--- config.mk ---
export PLATFORM = sky130hd
export DESIGN_NAME = integer_to_word_tokens
export DESIGN_NICKNAME = d
export VERILOG_FILES = /design/src/hw/rtl/itw_pkg.sv /design/src/hw/rtl/itw_ctrl.sv /design/src/hw/rtl/itw_dpath.sv /design/src/hw/rtl/integer_to_word_tokens.sv
export SDC_FILE = /design/constraint.sdc
export NUM_CORES = 1
export LEC_CHECK = 0
export ABC_AREA = 1
export BUFFER_PORTS_ARGS = -buffer_cell sky130_fd_sc_hd__buf_4
export CAP_MARGIN = 25
export CORE_UTILIZATION = 30
export DETAILED_ROUTE_END_ITERATION = 16
export PLACE_DENSITY = 0.49
export SYNTH_ARGS = -nofsm -noshare
export SYNTH_HDL_FRONTEND = slang
export SYNTH_SLANG_ARGS = --single-unit
--- constraint.sdc ---
create_clock -name i_clk -period 2.47 [get_ports i_clk]
set_clock_uncertainty 0.15 [all_clocks]
set_input_delay 0.3705 -clock i_clk [delete_from_list [all_inputs] [get_ports i_clk]]
set_output_delay 0.3705 -clock i_clk [all_outputs]
set_load 0.03 [all_outputs]
--- src/hw/rtl/itw_pkg.sv ---
package itw_pkg;

    // Input and token widths
    localparam int VALUE_W    = 32;
    localparam int WORD_W     = 6;

    // Binary to BCD conversion: two bits per cycle, ten decimal digits
    localparam int BITS_PER_STEP = 2;
    localparam int CONV_STEPS    = VALUE_W / BITS_PER_STEP;
    localparam int CNT_W         = $clog2(CONV_STEPS);
    localparam int NUM_DIGITS    = 10;
    localparam int BCD_W         = 4 * NUM_DIGITS;
    localparam int NUM_GROUPS    = 4;
    localparam int GRP_BCD_W     = 12 * NUM_GROUPS;

    // Token slots: one lead slot, then five per group (digit, Hundred, tens, ones, scale)
    localparam int SLOTS_PER_GRP = 5;
    localparam int NUM_SLOTS     = 1 + SLOTS_PER_GRP * NUM_GROUPS;
    localparam int SLOT_IDX_W    = $clog2(NUM_SLOTS);

    // Token codes
    localparam logic [WORD_W-1:0] TOK_ZERO     = 6'd0;
    localparam logic [WORD_W-1:0] TOK_TEN      = 6'd10;
    localparam logic [WORD_W-1:0] TOK_TENS_OFS = 6'd18;
    localparam logic [WORD_W-1:0] TOK_HUNDRED  = 6'd28;
    localparam logic [WORD_W-1:0] TOK_THOUSAND = 6'd29;
    localparam logic [WORD_W-1:0] TOK_NEGATIVE = 6'd32;

    // Controller states
    typedef enum logic [1:0] {
        ST_IDLE,
        ST_CONV,
        ST_SLOTS,
        ST_EMIT
    } t_state;

    // Commands from controller to datapath
    typedef struct packed {
        logic load;
        logic step;
        logic prep;
        logic emit;
    } t_ctl_cmd;

    // Status from datapath to controller
    typedef struct packed {
        logic last;
    } t_dp_status;

endpackage

--- src/hw/rtl/itw_ctrl.sv ---
module itw_ctrl import itw_pkg::*; (
    input  logic       i_clk,
    input  logic       i_rst_n,
    input  logic       i_start,
    input  t_dp_status i_status,
    output t_ctl_cmd   o_cmd,
    output logic       o_busy
);

    t_state            r_state, n_state;
    logic [CNT_W-1:0]  r_cnt, n_cnt;

    // State and step counter
    always_ff @(posedge i_clk) begin
        if (!i_rst_n) begin
            r_state <= ST_IDLE;
            r_cnt   <= '0;
        end else begin
            r_state <= n_state;
            r_cnt   <= n_cnt;
        end
    end

    // Next state and commands
    always_comb begin
        n_state = r_state;
        n_cnt   = r_cnt;
        o_cmd   = '0;
        case (r_state)
            ST_IDLE: begin
                if (i_start) begin
                    o_cmd.load = 1'b1;
                    n_cnt      = '0;
                    n_state    = ST_CONV;
                end
            end
            ST_CONV: begin
                o_cmd.step = 1'b1;
                n_cnt      = r_cnt + 1'b1;
                if (r_cnt == CNT_W'(CONV_STEPS - 1)) begin
                    n_state = ST_SLOTS;
                end
            end
            ST_SLOTS: begin
                o_cmd.prep = 1'b1;
                n_state    = ST_EMIT;
            end
            ST_EMIT: begin
                o_cmd.emit = 1'b1;
                if (i_status.last) begin
                    n_state = ST_IDLE;
                end
            end
            default: begin
                n_state = ST_IDLE;
            end
        endcase
    end

    assign o_busy = (r_state != ST_IDLE);

    // Checks
    a_cmd_onehot: assert property (@(posedge i_clk) disable iff (!i_rst_n)
        $onehot0({o_cmd.load, o_cmd.step, o_cmd.prep, o_cmd.emit}))
        else $error("more than one datapath command at once");

    a_conv_end: assert property (@(posedge i_clk) disable iff (!i_rst_n)
        (r_state == ST_CONV && r_cnt == CNT_W'(CONV_STEPS - 1)) |=> r_state == ST_SLOTS)
        else $error("conversion did not end after its step count");

    a_emit_hold: assert property (@(posedge i_clk) disable iff (!i_rst_n)
        (r_state == ST_EMIT && !i_status.last) |=> r_state == ST_EMIT)
        else $error("token run left before its last token");

    a_busy_fall: assert property (@(posedge i_clk) disable iff (!i_rst_n)
        $fell(o_busy) |-> $past(o_cmd.emit && i_status.last))
        else $error("busy dropped without a last token");

endmodule

--- src/hw/rtl/itw_dpath.sv ---
module itw_dpath import itw_pkg::*; (
    input  logic               i_clk,
    input  logic               i_rst_n,
    input  logic [VALUE_W-1:0] i_value,
    input  t_ctl_cmd           i_cmd,
    output t_dp_status         o_status,
    output logic [WORD_W-1:0]  o_word,
    output logic               o_last,
    output logic               o_valid
);

    logic [VALUE_W-1:0]   r_mag;
    logic [BCD_W-1:0]     r_bcd, n_bcd;
    logic                 r_neg;
    logic                 r_zero;
    logic [NUM_SLOTS-1:0] r_pres;
    logic [WORD_W-1:0]    r_word;
    logic                 r_last;
    logic                 r_valid;

    logic [GRP_BCD_W-1:0] grp_bcd;
    logic [WORD_W-1:0]    slot_tok [NUM_SLOTS];
    logic [NUM_SLOTS-1:0] slot_pres;
    logic [NUM_SLOTS-1:0] low_bit;
    logic [SLOT_IDX_W-1:0] low_idx;
    logic                 last_tok;

    // One double-dabble bit: add 3 to digits of 5 or more, then shift in
    function automatic logic [BCD_W-1:0] f_dd_bit(input logic [BCD_W-1:0] bcd,
                                                  input logic b);
        logic [BCD_W-1:0] adj;
        adj = bcd;
        for (int k = 0; k < NUM_DIGITS; k++) begin
            if (adj[4*k +: 4] >= 4'd5) begin
                adj[4*k +: 4] = adj[4*k +: 4] + 4'd3;
            end
        end
        return {adj[BCD_W-2:0], b};
    endfunction

    assign n_bcd = f_dd_bit(f_dd_bit(r_bcd, r_mag[VALUE_W-1]), r_mag[VALUE_W-2]);

    // Load magnitude, convert to BCD two bits per cycle
    always_ff @(posedge i_clk) begin
        if (i_cmd.load) begin
            r_neg  <= i_value[VALUE_W-1];
            r_zero <= (i_value == '0);
            r_mag  <= i_value[VALUE_W-1] ? (~i_value + 1'b1) : i_value;
            r_bcd  <= '0;
        end else if (i_cmd.step) begin
            r_mag  <= {r_mag[VALUE_W-BITS_PER_STEP-1:0], BITS_PER_STEP'(0)};
            r_bcd  <= n_bcd;
        end
    end

    assign grp_bcd = {(GRP_BCD_W - BCD_W)'(0), r_bcd};

    // Token and presence per slot, most significant first
    always_comb begin
        logic [3:0] h, t, o;
        int         base;
        slot_tok[0]  = r_neg ? TOK_NEGATIVE : TOK_ZERO;
        slot_pres[0] = r_neg | r_zero;
        for (int g = 0; g < NUM_GROUPS; g++) begin
            h    = grp_bcd[12*g+8 +: 4];
            t    = grp_bcd[12*g+4 +: 4];
            o    = grp_bcd[12*g   +: 4];
            base = 1 + SLOTS_PER_GRP * (NUM_GROUPS - 1 - g);
            // hundreds digit and Hundred
            slot_tok[base]    = {2'b00, h};
            slot_pres[base]   = (h != 4'd0);
            slot_tok[base+1]  = TOK_HUNDRED;
            slot_pres[base+1] = (h != 4'd0);
            // tens word, teens word or lone ones word
            if (t >= 4'd2) begin
                slot_tok[base+2] = TOK_TENS_OFS + {2'b00, t};
            end else if (t == 4'd1) begin
                slot_tok[base+2] = TOK_TEN + {2'b00, o};
            end else begin
                slot_tok[base+2] = {2'b00, o};
            end
            slot_pres[base+2] = (t != 4'd0) || (o != 4'd0);
            // ones word after a tens word
            slot_tok[base+3]  = {2'b00, o};
            slot_pres[base+3] = (t >= 4'd2) && (o != 4'd0);
            // Thousand, Million or Billion
            slot_tok[base+4]  = TOK_HUNDRED + WORD_W'(g);
            slot_pres[base+4] = (g != 0) && ((h != 4'd0) || (t != 4'd0) || (o != 4'd0));
        end
    end

    // Next pending slot
    assign low_bit  = r_pres & (~r_pres + 1'b1);
    assign last_tok = ((r_pres & ~low_bit) == '0);

    always_comb begin
        low_idx = '0;
        for (int k = NUM_SLOTS - 1; k >= 0; k--) begin
            if (r_pres[k]) begin
                low_idx = SLOT_IDX_W'(k);
            end
        end
    end

    assign o_status.last = last_tok;

    // Slot mask
    always_ff @(posedge i_clk) begin
        if (i_cmd.prep) begin
            r_pres <= slot_pres;
        end else if (i_cmd.emit) begin
            r_pres <= r_pres & ~low_bit;
        end
    end

    // Output register
    always_ff @(posedge i_clk) begin
        if (!i_rst_n) begin
            r_valid <= 1'b0;
        end else begin
            r_valid <= i_cmd.emit;
        end
        if (i_cmd.emit) begin
            r_word <= slot_tok[low_idx];
            r_last <= last_tok;
        end
    end

    assign o_word  = r_word;
    assign o_last  = r_last;
    assign o_valid = r_valid;

    // Checks
    a_emit_pending: assert property (@(posedge i_clk) disable iff (!i_rst_n)
        i_cmd.emit |-> r_pres != '0)
        else $error("token emitted with no slot pending");

    a_gap_after_last: assert property (@(posedge i_clk) disable iff (!i_rst_n)
        (r_valid && r_last) |=> !r_valid)
        else $error("token follows the last token of a run");

    a_word_range: assert property (@(posedge i_clk) disable iff (!i_rst_n)
        r_valid |-> r_word <= TOK_NEGATIVE)
        else $error("token code out of range");

endmodule

--- src/hw/rtl/integer_to_word_tokens.sv ---
// Reads a signed 32-bit integer out as English word tokens, most significant first.
// Input: drive i_value and raise start; the item is taken at a rising edge where
// start is high and busy is low. busy stays high until the last token is issued.
// Output: each token appears on o_word / o_last for one cycle with o_valid high;
// o_last marks the final token of the run. The receiver cannot stall: every
// token must be taken in the cycle it is shown.
// Operation: the magnitude goes through a double-dabble BCD converter that handles
// two bits per cycle, a slot state then builds the token slot mask, and one
// token is issued per cycle after that. A new item is not taken until busy
// falls after the last token of a run; an item has 1 to 17 tokens.
// Reset (synchronous, active low) returns the controller to idle and clears
// o_valid; any run in progress is dropped.
module integer_to_word_tokens import itw_pkg::*; (
    input  logic               i_clk,
    input  logic               i_rst_n,
    input  logic               start,
    output logic               busy,
    input  logic [VALUE_W-1:0] i_value,
    output logic [WORD_W-1:0]  o_word,
    output logic               o_last,
    output logic               o_valid
);

    t_ctl_cmd   cmd;
    t_dp_status status;

    // Sequencer
    itw_ctrl u_ctrl (
        .i_clk    (i_clk),
        .i_rst_n  (i_rst_n),
        .i_start  (start),
        .i_status (status),
        .o_cmd    (cmd),
        .o_busy   (busy)
    );

    // Conversion and token datapath
    itw_dpath u_dpath (
        .i_clk    (i_clk),
        .i_rst_n  (i_rst_n),
        .i_value  (i_value),
        .i_cmd    (cmd),
        .o_status (status),
        .o_word   (o_word),
        .o_last   (o_last),
        .o_valid  (o_valid)
    );

endmodule

==> results of run 1 <==
## layer usage
| metal | vias up | part of all wire | wire, um | global-route usage |
|---|---|---|---|---|
| met5 | - | 0 | 0 | 0 |
| met3 | 16 | 0.024 | 564 | 0.0222 |
| li1 | 4186 | - | - | - |
| met2 | 105 | 0.47 | 10700 | 0.279 |
| met4 | 0 | 0.016 | 358 | 0.0419 |
| met1 | 3689 | 0.49 | 11400 | 0.224 |
## registers in the layout (all words and copies together) (netlist names)
| signal | cells |
|---|---|
| u_dpath.o_valid | 1 |
| u_dpath.r_bcd | 40 |
| u_ctrl.r_cnt | 4 |
| u_ctrl.r_state | 2 |
| u_dpath.r_zero | 1 |
| u_dpath.o_last | 1 |
| u_dpath.r_neg | 1 |
| u_dpath.r_pres | 21 |
| u_dpath.o_word | 6 |
| u_dpath.r_mag | 32 |
## final timing paths
kind | slack, ns | endpoint | startpoint | cells after the start
max | -0.04 | u_dpath.o_word[3] | u_dpath.r_pres[18] | 26
min reg2reg | 0.32 | u_dpath.r_bcd[0] | u_dpath.r_mag[30] | 2
max reg2reg | -0.04 | u_dpath.o_word[3] | u_dpath.r_pres[18] | 26
min | 0.08 | u_dpath.o_valid | i_rst_n | 3
## Yosys cell counts (all sizes together), types with 2 or more instances
| master | number |
|---|---|
| o21bai | 4 |
| o31ai | 10 |
| nand3 | 55 |
| inv | 159 |
| clkbuf | 21 |
| a21boi | 2 |
| a21oi | 61 |
| nand2 | 217 |
| a31oi | 5 |
| a211oi | 5 |
| nand3b | 3 |
| o22ai | 17 |
| ha | 72 |
| o21a | 5 |
| or2 | 4 |
| xnor2 | 16 |
| buf | 5 |
| a2111oi | 2 |
| dfxtp | 51 |
| o32ai | 3 |
| o41ai | 2 |
| nor2 | 112 |
| nor4 | 4 |
| xor2 | 34 |
| o211ai | 9 |
| o21ai | 154 |
| edfxtp | 58 |
| clkinv | 4 |
| nand4 | 12 |
| nor3 | 26 |
## timing repair
item,in CTS,in global routing
setup endpoints to repair,8,41
resized for setup,23,87
pin swaps,5,18
setup buffers,3,11
gates cloned,0,2
## per-stage QoR
step / TNS [ns] / utilization / hold WS (ns) / instances / instance area (um^2)
final: -0.139 / 0.399 / 0.0842 / 1695 / 10800
after global routing: -2.22 / 0.399 / 0.0962 / 1695 / 10800
after CTS: -0.143 / 0.385 / 0.0723 / 1682 / 10400
after detailed placement: -2.14 / 0.370 / 0.310 / 1663 / 10000
after global placement: -1.80 / 0.370 / 0.308 / 1663 / 10000
after floorplan: 0 / - / 0.272 / 1140 / 8320
## critical path: stages (launching register included)
cell      delay (ns)
edfxtp_1        0.39
inv_1           0.07
nand2_1         0.05
nand2_1         0.06
nand2_1         0.05
nand2_1         0.06
nand2_1         0.05
nand2_1         0.05
nand2_1         0.05
nand2_1         0.05
nand2_1         0.05
nand2_1         0.06
nand2_1         0.05
nand2_1         0.05
nand2_1         0.05
nand2_1         0.05
nand2_1         0.05
nand2_2         0.07
nand2_4         0.07
nand2_8         0.09
nand2_8         0.08
inv_2           0.13
nand2_1         0.06
a21oi_1         0.16
nand3_2         0.10
nand2_1         0.08
nand2_1         0.05
## cell type report
type / instances / area (um^2)
Timing Repair Buffer: 192 / 1500
Clock buffer: 9 / 225
Fill cell: 2860 / 16300
Inverter: 163 / 612
Multi-Input combinational cell: 843 / 5150
Tap cell: 372 / 465
Clock inverter: 7 / 88.8
Sequential cell: 109 / 2770
## power by group through the flow
stage	Sequential, mW	Combinational (mW)	Clock [mW]
after global routing	2.98	5.25	1.71
after CTS	2.91	4.50	1.65
after global placement	2.93	4.37	0
after detailed placement	2.94	4.38	0
final	2.91	4.66	1.60
after floorplan	2.93	2.61	0
## kinds of logic after synthesis
group / share of synthesized area
adders and majority gates: 0.108
and+or+nand+nor: 0.229
AOI/OAI and AO/OA: 0.190
xor gates and xnor gates: 0.0526
buffers and inverters: 0.0877
DFF: 0.332
## layout by cell type (no fill, tap or decap), types with 5 or more instances in the layout
cell type	instances
a21oi_2	7
nand3_1	49
nor3_1	21
dfxtp_1	47
nand4_1	12
nor2_2	15
o22ai_1	16
o21ai_1	18
nor2_1	95
xnor2_1	16
ha_1	63
inv_2	18
edfxtp_1	58
nand3_2	6
clkbuf_16	10
o31ai_1	8
ha_2	8
o21ai_0	132
a21oi_1	54
nand2_2	16
buf_4	187
o211ai_1	9
nand2_1	197
o21a_1	5
inv_1	141
xor2_1	30
==> metrics, run 1 <==
post-synthesis sequential area ratio=0.332; Netlist Area Pre-Place=8320 um^2; # diodes=0; minimum clock period=2.51 ns; number of global-route vias before repair=7687; peak supply drop=0.000367 V; status=finished, violations left; Die X-Extent=~170 um; Core Region=between 20000 and 30000 um^2; H-tree depth=3; leading area contributor after synthesis=edfxtp_1; ys async rst share=0; Via Count=between 7000 and 8000; #FFs+latches synth=109; Mean Syn Cell Area=7.30 um^2; Post-Synthesis Cells=1140; Final Slew Violations=0; final wirelength=23100 um; largest net degree at the start of global routing=52; crit end category=flop; worst min path class=in2reg; Syn-to-layout area delta=29.9%; Distinct cells, synth=53; clk_lat worst skew=0.38 ns; final net count=about 1400; failing checks=setup timing; TritonCTS Sinks=109; initial antenna violation count=0; layout cells sized above 1=0.242; Final Hold Viols=0; PwrDens=848 nW/um^2; first-pass GRT wire length=roughly 38000 um; crit share post-route=1.02; Max Root-Sink Buffers=2; # hold bufs at CTS=0; CTS clk-pin slew, worst paths=0.08 ns; DPL Wire Length=~18000 um; clock root cell=clkbuf_16; post-layout power=9.17 mW; GP Congestion=0.876; I/O pin cnt=44; combinational share of power=0.508; Power Internal=5.25 mW; Synth top area share=0.209; P_leak=4.74 nW; Crit path arrival time=2.49 ns; FP Rows=60; WL/cell=13.6 um; Congestion Overflow GR=0; Die H=169 um; startpoint types=flop; Yosys warning count=0; Routed Antenna Nets=0; IO buf count=43; Sw Ratio=0.427; CTS tree=yes; relative slew slack=0.601; CTS buffer count=9; pre-CTS setup slack=-0.181 ns; Area contributors post-synth=edfxtp_1, dfxtp_1, ha_1; Most used DFF post-synth=edfxtp_1; worst-path fanout max=6; Required @ worst endpoint=approximately 2.5 ns; DRT iter0 DRCs=450; post-synthesis net count=1247; DR pass1 iterations=5; Tot GR Track Use=0.166; worst slew pin tran=slightly below 0.6 ns; max-cap viol count=0; initial core utilization=0.307; EDFF count, synth=58; WS Path Type=reg2reg; post-route setup slack=-0.0413 ns; P_sw=just under 4 mW; Clk network pwr share=0.174; # setup viols final=6; number of remaining DRC errors=0; setup repair after global routing missed its margin=true; Reg power frac=0.318; number of vias per cell=4.72; fmax=approximately 400 MHz; Die ar.=28400 um^2
Note: power is estimated with default switching activity, not from simulation.
==> run 2, diff against run 1 <==
- CORE_ASPECT_RATIO: unset -> 0.5
==> run 2 against run 1 <==
  * The flow still finishes with violations (setup timing)
  * Cell area fell by 1.8%
  * Die area is 0.14% higher
  * First-iteration DRC count grew 20%
  * Largest power group unchanged
  * Critical path depth is 1 higher
  * Register-to-register slack better by 0.04 ns
  * Count of clock-buffer cells in the layout grew 3
==> metrics, run 2 (synthesis results as in run 1) <==
status=finished, violations left; failing checks=setup timing; DPL Wire Length=17900 um (+0.40%); DR pass1 iterations=5 (unchanged); Worst Hold Path EP=u_dpath.o_valid; WS Path Type=reg2reg; Reg-to-Reg Start=u_dpath.r_pres[18]; # diodes=0 (unchanged); r2r endpoint=u_dpath.o_word[4]; most frequent cells in the layout=nand2_1, buf_4, inv_1; P_leak=4.61 nW (-2.9%); Final Slew Violations=0 (unchanged); startpoint types=flop; Regs by FF count=u_dpath.r_bcd x40, u_dpath.r_mag x32, u_dpath.r_pres x21; highest metal used=met4; setup slack, reg-to-reg=-0.006 ns (+0.04 ns); worst-path fanout max=7 (+1); largest net degree at the start of global routing=76 (+46%); Via Count=7960 (-0.45%); final wirelength=24000 um (+3.9%); Top reg by flops=u_dpath.r_bcd; fmax=404 MHz (+1.4%); hold slack final=0.0922 ns (+0.00794 ns); Tot GR Track Use=0.173 (+0.00680); number of vias per cell=4.77 (+1.2%); Congestion Overflow GR=0 (unchanged); initial antenna violation count=0 (unchanged); met3 WL post-DR=965 um (+71%); CTS clk-pin slew, worst paths=0.08 ns (about the same); Reg power frac=0.317 (about the same); crit end category=flop; I/O pin cnt=44 (unchanged); # setup viols final=1 (-5); max FFs per register=40 (unchanged); # hold bufs at CTS=0 (unchanged); Final Hold Viols=0 (unchanged); CTS buffer count=9 (unchanged); setup repair after global routing missed its margin=true; crit share post-route=1.00 (-0.0142); layout cells sized above 1=0.219 (-0.0224); H-tree depth=3 (unchanged); WL/cell=14.4 um (+5.6%); Required @ worst endpoint=2.46 ns (about the same); Clk network pwr share=0.170 (-0.004); DRT iter0 DRCs=541 (+20%); number of remaining DRC errors=0 (unchanged); IO buf count=43 (unchanged); number of global-route vias before repair=7697 (+0.13%); peak supply drop=0.000499 V (+36%); worst min path class=in2reg; Power Internal=5.23 mW (-0.49%); TritonCTS Sinks=109 (unchanged); post-route setup slack=-0.00611 ns (+0.0352 ns); PwrDens=868 nW/um^2 (+2.3%); Crit path arrival time=2.46 ns (-0.03 ns); Syn-to-layout area delta=27.6%; max-cap viol count=0 (unchanged); Die ar.=28400 um^2 (+0.14%); CTS tree=yes; Reg2Reg Depth=27 (+3.8%); Routed Antenna Nets=0 (unchanged); FP Rows=42 (-30%); met1 WL=12100 um (+6.0%); clk_lat worst skew=0.38 ns (about the same); Die X-Extent=237 um (+41%); Sw Ratio=0.432 (+0.00542); Core Region=26900 um^2 (-0.91%); Hold Path Stages=3 (unchanged); initial core utilization=0.310 (+0.00283); P_sw=3.98 mW (+1.7%); final net count=1396 (-2.0%); worst slew pin tran=0.612 ns (+0.0199 ns); commonest non-fill, non-tap cell in the layout=nand2_1; relative slew slack=0.588 (-0.0134); GP Congestion=0.898 (+2.5%); Max Root-Sink Buffers=2 (unchanged); combinational share of power=0.513 (+0.005); Die H=120 um (-29%); Core Util, Final=0.395 (-0.00345); clock root cell=clkbuf_16; minimum clock period=2.48 ns (-0.0352 ns); Hold Crit Start=i_rst_n; Met2 Wirelength=10500 um (-2.6%); pre-CTS setup slack=-0.205 ns (-0.0237 ns); first-pass GRT wire length=38800 um (+1.6%)
[run 2: changes by cell type in the layout (fill, tap and decap cells not counted), moves of 4 or more]
cell	before	now
nor2_2	15	8
inv_1	141	145
o21ai_0	132	127
nor2_4	2	7
inv_2	18	13
xor2_2	4	8
xor2_1	30	26
buf_4	187	158
o21ai_2	4	8
[run 2: worst max-delay path by stage]
stage	startpoint	depth (start not counted)	slack (ns)	end
after floorplan	i_value[0]	13	0.09	u_dpath.r_mag[30]
after global placement	i_value[2]	14	-0.15	u_dpath.r_mag[27]
after detailed placement	i_value[2]	14	-0.21	u_dpath.r_mag[27]
after CTS	u_dpath.r_pres[3]	12	-0.04	u_ctrl.r_state[1]
after global routing	u_dpath.r_pres[18]	27	-0.23	u_dpath.o_word[5]
final	u_dpath.r_pres[18]	27	-0.006	u_dpath.o_word[4]
[run 2: critical path, cell delays in order (launching register included)]
cell      delay, ns
edfxtp_1       0.39
inv_1          0.06
nand2_1        0.04
nand2_1        0.06
nand2_1        0.04
nand2_1        0.05
nand2_1        0.05
nand2_1        0.05
nand2_1        0.05
nand2_1        0.05
nand2_1        0.04
nand2_1        0.05
nand2_1        0.05
nand2_1        0.05
nand2_1        0.05
nand2_1        0.05
nand2_1        0.06
nand2_2        0.07
nand2_4        0.06
nand2_4        0.10
nand2_8        0.08
buf_6          0.15
o211ai_1       0.10
nand2_1        0.08
nand2_1        0.07
nand2_1        0.05
nand2_1        0.06
nand2_1        0.05
[run 2: routing by layer]
layer / GRT usage / vias up
met5: 0 / -
met4: 0.0524 / 0
met3: 0.0350 / 21
met2: 0.271 / 143
met1: 0.239 / 3670
li1: - / 4126
[run 2: repair_timing]
action                                  CTS  global route
resized for setup                        44            75
endpoints found under the hold margin     0             0
setup buffers                             4             8
pin swaps                                14            23
endpoints found under the setup margin   14            41
[run 2: layout make-up]
type / count / area (um^2)
sequential: 109 / 2770
clock inverter: 4 / 47.5
tap: 374 / 468
clock buffer: 12 / 256
inverter: 163 / 614
multi-input combinational: 842 / 5180
fill: 2779 / 16200
timing repair buffer: 164 / 1280
[run 2: through the flow]
stage          power, mW  TNS (ns)  instance area, um^2  cells
2_1_floorplan       5.55         0                 8320   1140
3_3_place_gp        7.28     -1.65                 9850   1640
3_5_place_dp        7.34     -2.49                 9850   1640
4_1_cts             9.12   -0.0835                10300   1660
5_1_grt             9.92     -1.77                10600   1668
6_report            9.21  -0.00611                10600   1668
[run 2: power by group through the flow]
| stage | clock (mW) | combinational [mW] | sequential [mW] |
|---|---|---|---|
| final | 1.57 | 4.72 | 2.92 |
| after global routing | 1.68 | 5.25 | 2.99 |
| after CTS | 1.62 | 4.58 | 2.92 |
| after detailed placement | 0 | 4.39 | 2.94 |
| after global placement | 0 | 4.35 | 2.93 |
| after floorplan | 0 | 2.61 | 2.93 |
